**config.mk**
```make
export PLATFORM = sky130hd
export DESIGN_NAME = rcast_div
export DESIGN_NICKNAME = d
export VERILOG_FILES = /design/src/rcast_pkg.sv /design/src/rcast_div.sv
export SDC_FILE = /design/constraint.sdc
export NUM_CORES = 1
export LEC_CHECK = 0
export CORE_MARGIN = 8
export CORE_UTILIZATION = 31
export DETAILED_ROUTE_END_ITERATION = 7
export DONT_BUFFER_PORTS = 1
export GPL_TIMING_DRIVEN = 0
export PLACE_DENSITY = 0.51
export SETUP_SLACK_MARGIN = 0.3
export SYNTH_ARGS = -nofsm -noshare
export SYNTH_HDL_FRONTEND = slang
export SYNTH_SLANG_ARGS = --single-unit
export TNS_END_PERCENT = 50
```
**constraint.sdc**
```tcl
create_clock -name clk -period 3.25 [get_ports clk]
set_clock_uncertainty 0.15 [all_clocks]
set_input_delay 0.1625 -clock clk [delete_from_list [all_inputs] [get_ports clk]]
set_output_delay 0.1625 -clock clk [all_outputs]
set_load 0.1 [all_outputs]
```
**src/rcast_pkg.sv**
```systemverilog
// Shared types, constants and helpers of the grid DDA ray caster.
// Depends on nothing; the top level, the divider and the checker import it.
package rcast_pkg;

  localparam int FRAC_BITS = 16;
  localparam int COORD_W   = 10;
  localparam int DIV_NW    = 33;
  localparam int DIV_VW    = 19;
  localparam int DIV_CW    = 6;
  localparam int CFG_IDX_W = 3;
  localparam int CFG_DATA_W = 23;

  localparam logic [31:0] MAX32 = 32'hFFFF_FFFF;
  localparam logic signed [37:0] RAY_LIM = 38'sd262144;

  typedef logic [CFG_IDX_W-1:0] cfg_idx_t;

  localparam cfg_idx_t CFG_PLAYER_X  = 3'd0;
  localparam cfg_idx_t CFG_PLAYER_Y  = 3'd1;
  localparam cfg_idx_t CFG_DIR_X     = 3'd2;
  localparam cfg_idx_t CFG_DIR_Y     = 3'd3;
  localparam cfg_idx_t CFG_PLANE_X   = 3'd4;
  localparam cfg_idx_t CFG_PLANE_Y   = 3'd5;
  localparam cfg_idx_t CFG_GRID_W    = 3'd6;
  localparam cfg_idx_t CFG_GRID_H    = 3'd7;

  localparam logic FUNC_WRITE = 1'b0;
  localparam logic FUNC_CAST  = 1'b1;

  localparam logic [1:0] CELL_EMPTY       = 2'd0;
  localparam logic [1:0] CELL_WALL        = 2'd1;
  localparam logic [1:0] CELL_DOOR_CLOSED = 2'd2;
  localparam logic [1:0] CELL_DOOR_OPEN   = 2'd3;

  typedef enum logic [3:0] {
    ST_IDLE,
    ST_MULX,
    ST_RAYX,
    ST_RAYY,
    ST_DIVX,
    ST_DIVY,
    ST_SIDEX,
    ST_SIDEX_R,
    ST_SIDEY_R,
    ST_STEP,
    ST_CHECK,
    ST_FIN
  } state_t;

  typedef struct packed {
    logic             start;
    logic [DIV_NW-1:0] dividend;
    logic [DIV_VW-1:0] divisor;
  } div_req_t;

  function automatic logic [31:0] sat33(input logic [32:0] v);
    return v[32] ? MAX32 : v[31:0];
  endfunction

  function automatic logic signed [19:0] sat_ray(input logic signed [37:0] v);
    if (v > RAY_LIM) return 20'sd262144;
    if (v < -RAY_LIM) return -20'sd262144;
    return v[19:0];
  endfunction

endpackage

```
**src/rcast_div.sv**
```systemverilog
// Restoring radix-2 divider, one quotient bit per cycle.
// Depends on rcast_pkg.
module rcast_div (
  input  logic                      clk,
  input  logic                      rst_n,
  input  rcast_pkg::div_req_t       req,
  output logic [rcast_pkg::DIV_NW-1:0] quot,
  output logic                      done
);
  import rcast_pkg::*;

  logic              busy_r;
  logic [DIV_CW-1:0] cnt_r;
  logic [DIV_VW-1:0] rem_r;
  logic [DIV_VW-1:0] div_r;
  logic [DIV_NW-1:0] num_r;
  logic              done_r;
  logic [DIV_VW:0]   trial;
  logic              ge;

  assign trial = {rem_r, num_r[DIV_NW-1]};
  assign ge    = trial >= {1'b0, div_r};

  always_ff @(posedge clk) begin
    if (!rst_n) begin
      busy_r <= 1'b0;
      done_r <= 1'b0;
      cnt_r  <= '0;
    end else begin
      done_r <= 1'b0;
      if (req.start) begin
        busy_r <= 1'b1;
        cnt_r  <= '0;
      end else if (busy_r) begin
        cnt_r <= cnt_r + 1'b1;
        if (cnt_r == DIV_CW'(DIV_NW - 1)) begin
          busy_r <= 1'b0;
          done_r <= 1'b1;
        end
      end
    end
  end

  always_ff @(posedge clk) begin
    if (req.start) begin
      rem_r <= '0;
      div_r <= req.divisor;
      num_r <= req.dividend;
    end else if (busy_r) begin
      // shift in the next dividend bit, subtract where it fits
      rem_r <= ge ? DIV_VW'(trial - {1'b0, div_r}) : trial[DIV_VW-1:0];
      num_r <= {num_r[DIV_NW-2:0], ge};
    end
  end

  assign quot = num_r;
  assign done = done_r;
endmodule

```
======== Word level (Yosys, flattened, before mapping) ========
Cells that the tools add are included.
storage, ports and cells
  flip-flop bits (word level) ............. 79
  input port bits ......................... 55
  output and inout bits ................... 34
cells by class
  $add $sub $neg .......................... 2
  order comparisons ....................... 1
  equality and inequality tests ........... 1
  muxes and demuxes ....................... 7
  bitwise gates (word level) .............. 2
  reduce and logical (&&, ||, !) cells .... 3
operator list
  cell                                          count
  two-way mux 33 bit                            2
  greater-or-equal comparator 20 x 19 -> 1 bit  1
  two-way mux 19 bit                            1
  subtractor 19 bit                             1
  adder 6 x 1 -> 6 bit (second input constant)  1
  == test 6 bit (second input constant)         1
  two-way mux 1 bit                             4
  OR reduction 3 bit                            1
  NOT 1 bit                                     2
  nonzero test 2 bit                            1
  OR reduction 2 bit                            1

======== Longest topological paths before layout ========
  word-level depth ........................ 4
  mapped depth ............................ 12
  gate-level depth less buffers ........... 10

======== Least setup slack after synthesis ========
OpenSTA, ideal clock, no wires.
  kind .................................... reg2reg
  start ................................... register num_r[32] (netlist: quot[32])
  end ..................................... register rem_r[14]
  library setup time ...................... 0.125 ns
  arrival ................................. 3.240 ns
  required time ........................... 2.975 ns
  setup slack ............................. -0.265 ns
  cell stages (with the launch flop) ...... 13
  path buffers ............................ 2
  cell sequence ........................... edfxtp_1 inv_1 ha_1 fa_1 nand2b_1 a211oi_1 o21ai_0 and4_2 or2_1 buf_6 buf_6 a32oi_1 o31ai_1
between the ends
  cells in the longest elaborated chain, start to end .. 2
  elaborated cells between the ends (all ways) .. 3
ends and longest elaborated chain
  what                                                                               RTL line                          source
  start, declared                                                                    rcast_div.sv:16                   logic [DIV_NW-1:0] num_r;
  start signal, assigned                                                             rcast_div.sv:48                   num_r <= req.dividend;
  start signal, assigned                                                             rcast_div.sv:52                   num_r <= {num_r[DIV_NW-2:0], ge};
  subtractor 19 bit or greater-or-equal comparator 20 x 19 -> 1 bit (tied branches)  rcast_div.sv:51, rcast_div.sv:22
  two-way mux 19 bit (*)                                                             rcast_div.sv:51                   rem_r <= ge ? DIV_VW'(trial - {1'b0, div_r}) : trial[DIV_VW-1:0];
  end signal, assigned                                                               rcast_div.sv:51
  end, declared                                                                      rcast_div.sv:14                   logic [DIV_VW-1:0] rem_r;
Mark *: on every way between the ends. The rest lies on a longest branch, timed or not.
A chain may end at the register's enable or synchronous reset.

======== Worst setup path in the final report ========
  start ................................... register num_r[32] (netlist: quot[32])
  end ..................................... register rem_r[18]
Same word-level chain as after synthesis.

==> flow_summary_export.csv <==
group,metric,value,unit
power,clockPowerShare,35.2,%
global_route,grt_usage,13.4,%
synth,syn_inst,358,
floorplan,start_util,31.2,%
cells_and_area,finalInstanceArea,0.00535,sq mm
sta,timing.hold.ws,0.0340,ns
cts,cts-root-buf,"clkbuf_16",
global_route,antenna_found_initial,0,
worst_hold_path,hold_class,"input port to flip-flop",
job,drv_cap,0,
placement,place.gp.congestion,0.831,
worst_setup_path,required,3.32,ns
cells_and_area,layout.cells.non_filler,614,
floorplan,core_area,0.0131,sq mm
power,p_sw,0.970,mW
sta,hold_violations,0,
synth,ys_warn_count,0,
placement,dp.cells,534,
worst_setup_path,cp-end-kind,"flip-flop",
synth,async_flop_share,0,%
sta,period_share,107,%
routing,antenna_left,0,
floorplan,dieWidth,131,um
synth,synth-main-ff-cell,"edfxtp_1",
synth,synth_edf_count,52,
cts,clkSinkCount,79,
sta,max_freq,288,MHz
cells_and_area,regArea,0.00210,sq mm
sta,rsz0062_at_grt,"true",
global_route,grt_pass1_vias,3300,
sta,relSlewSlack,29.0,%
synth,yosysUniqueCellTypes,47,
worst_setup_path,arrival,3.55,ns
cts,cts_tree,"built",
cells_and_area,antenna_cells,0,
placement,portBuffers,0,
sta,worst_slack,-0.228,ns
cts,cts_buffer_depth,2,
synth,syn-num-nets,435,
floorplan,io_pins,89,
placement,dp_slack,-0.406,ns
global_route,grt-ovfl-total,0,
synth,avgSynthCellArea,11.4,sq um
routing,route.detailed.wl_per_inst,17.7,um
worst_setup_path,crit_path_start_kind,"flip-flop",
placement,dp_hpwl,7150,um
cells_and_area,fillers,1218,
power,switching_share,33.3,%
floorplan,dieHeight,131,um
sta,tightest_slew,1.07,ns
status,violations,"negative setup slack",
power,p_seq_share,52.3,%
cells_and_area,fin_nets,510,
cells_and_area,drive_above_1_share,18.0,%
sta,report.final.slew_viol_count,0,
synth,synthesis.area,0.00409,sq mm
cells_and_area,multi_input_area,0.00189,sq mm
cts,cts_max_level,3,
worst_setup_path,cp_max_fo,6,
floorplan,rows,42,
global_route,grt_max_degree,20,
sta,period_needed,3.48,ns
cells_and_area,fin_util,40.9,%
cells_and_area,area_growth,30.9,%
global_route,grt_pass1_wl,17100,um
power,leakagePower,2.06,nW
floorplan,die-area,0.0171,sq mm
status,status,"complete, but fails checks",
power,ir_drop,319,uV
power,comb_power_share,12.5,%
power,power.density,544,mW/mm^2
routing,drt_iter0_markers,132,
placement,dpl-instance-area,0.00433,sq mm
routing,vias,3022,
routing,drc,0,
power,finalPower,2.91,mW
synth,seq_area_frac_synth,51.4,%
cts,path_clk_slew,0.07,ns
routing,dr.pass1.iters,4,
routing,viasPerCell,4.92,
routing,totalWireLength,10800,um
sta,tns,-3.32,ns
cts,numCtsBuffers,9,
power,internal-power,1.94,mW
sta,setup_violations,20,
cts,clk_latency,0.35,ns
synth,synth_seq_cells,79,
worst_setup_path,crit_type,"flip-flop to flip-flop",
## layer usage
metal	track usage, %	up-vias	wire length (um)
li1	-	1473	-
met1	15.2	1456	4740
met2	21.6	77	5130
met3	5.84	16	766
met4	5.81	0	205
met5	0	-	0
## cell families after synthesis
logic type	after synthesis	share of synthesized area, %
XOR/XNOR	21	4.50
adder cells (fa/ha/maj)	22	6.92
flip-flops	79	51.4
multiplexers	40	10.8
AND/OR/NAND/NOR	79	9.40
AO/OA/AOI/OAI	78	12.5
buffers and inverters	39	4.44
## power groups by stage
| stage | combinational, mW | sequential, mW | clock, mW |
|---|---|---|---|
| 6_report | 0.363 | 1.52 | 1.03 |
| 5_1_grt | 0.403 | 1.53 | 1.09 |
| 4_1_cts | 0.360 | 1.52 | 1.06 |
| 3_5_place_dp | 0.282 | 1.54 | 0 |
| 3_3_place_gp | 0.275 | 1.54 | 0 |
| 2_1_floorplan | 0.226 | 1.52 | 0 |
## worst paths after layout
path | startpoint | endpoint | slack, ns | cells after the start
setup / recovery | quot[32] | rem_r[18] | -0.23 | 12
setup reg to reg | quot[32] | rem_r[18] | -0.23 | 12
hold / removal | req[52] | rem_r[0] | 0.03 | 3
hold reg to reg | rem_r[12] | rem_r[12] | 0.34 | 2
## layout make-up
cell class                      instances  area share [%]
Timing Repair Buffer                   63            12.0
Sequential cell                        79            39.3
Inverter                               26            1.89
Clock buffer                           10            4.28
Tap cell                              176            4.12
Clock inverter                          6            1.29
Multi-Input combinational cell        240            35.3
Timing Repair inverter                  1           0.140
Buffer                                 13            1.66
## sequential cells by signal, summed over array words and instances, names as in the netlist
name	count
busy_r	1
cnt_r	6
div_r	19
done	1
quot	33
rem_r	19
## critical path, stage by stage (launching register included)
cell and delay (ns):
edfxtp_1 1.05, inv_2 0.09, ha_4 0.20, fa_2 0.33
nand2b_4 0.16, a211oi_4 0.30, o21ai_4 0.08, and4_4 0.16
or2_1 0.22, buf_6 0.15, buf_8 0.14, a32oi_2 0.18
o21ai_1 0.11
## synthesized netlist by cell type, types with 3 or more instances
library cell	count	area, sq um
a211oi_1	7	52.6
a21o_1	3	22.5
a21oi_1	18	90.1
a32oi_1	8	70.1
buf_1	3	11.3
clkbuf_1	4	15.0
dfxtp_1	27	541
edfxtp_1	52	1560
ha_1	21	263
inv_1	26	97.6
mux2_2	32	360
mux2i_1	8	80.1
nand2_1	26	97.6
nand2b_1	3	18.8
nand3_1	9	45.0
nand4_1	6	37.5
nor2_1	18	67.6
o21a_1	3	22.5
o21ai_0	13	65.1
o21ai_1	6	30.0
o311ai_1	4	35.0
o31ai_1	6	45.0
or3_1	4	25.0
xnor2_1	12	105
xor2_1	9	78.8
## layout by cell type (no fill, tap or decap), types with 9 or more instances in the layout
cell           instances
mux2_2                32
a21oi_1               17
nand3_1                9
o21ai_0                9
xnor2_1               12
o21ai_1                9
dfxtp_1               27
nor2_1                18
edfxtp_1              52
xor2_1                 9
dlygate4sd3_1         55
inv_1                 24
ha_1                  20
clkbuf_16              9
nand2_1               26
## repair_timing
action                                  in CTS  in global routing
setup buffers                                6                  1
endpoints found under the setup margin      53                 36
endpoints found under the hold margin       79                  0
pin swaps                                   10                  5
hold buffers                                55                  0
resized for setup                           11                  8
gates cloned                                 2                  0
(Power assumes the default switching activity.)
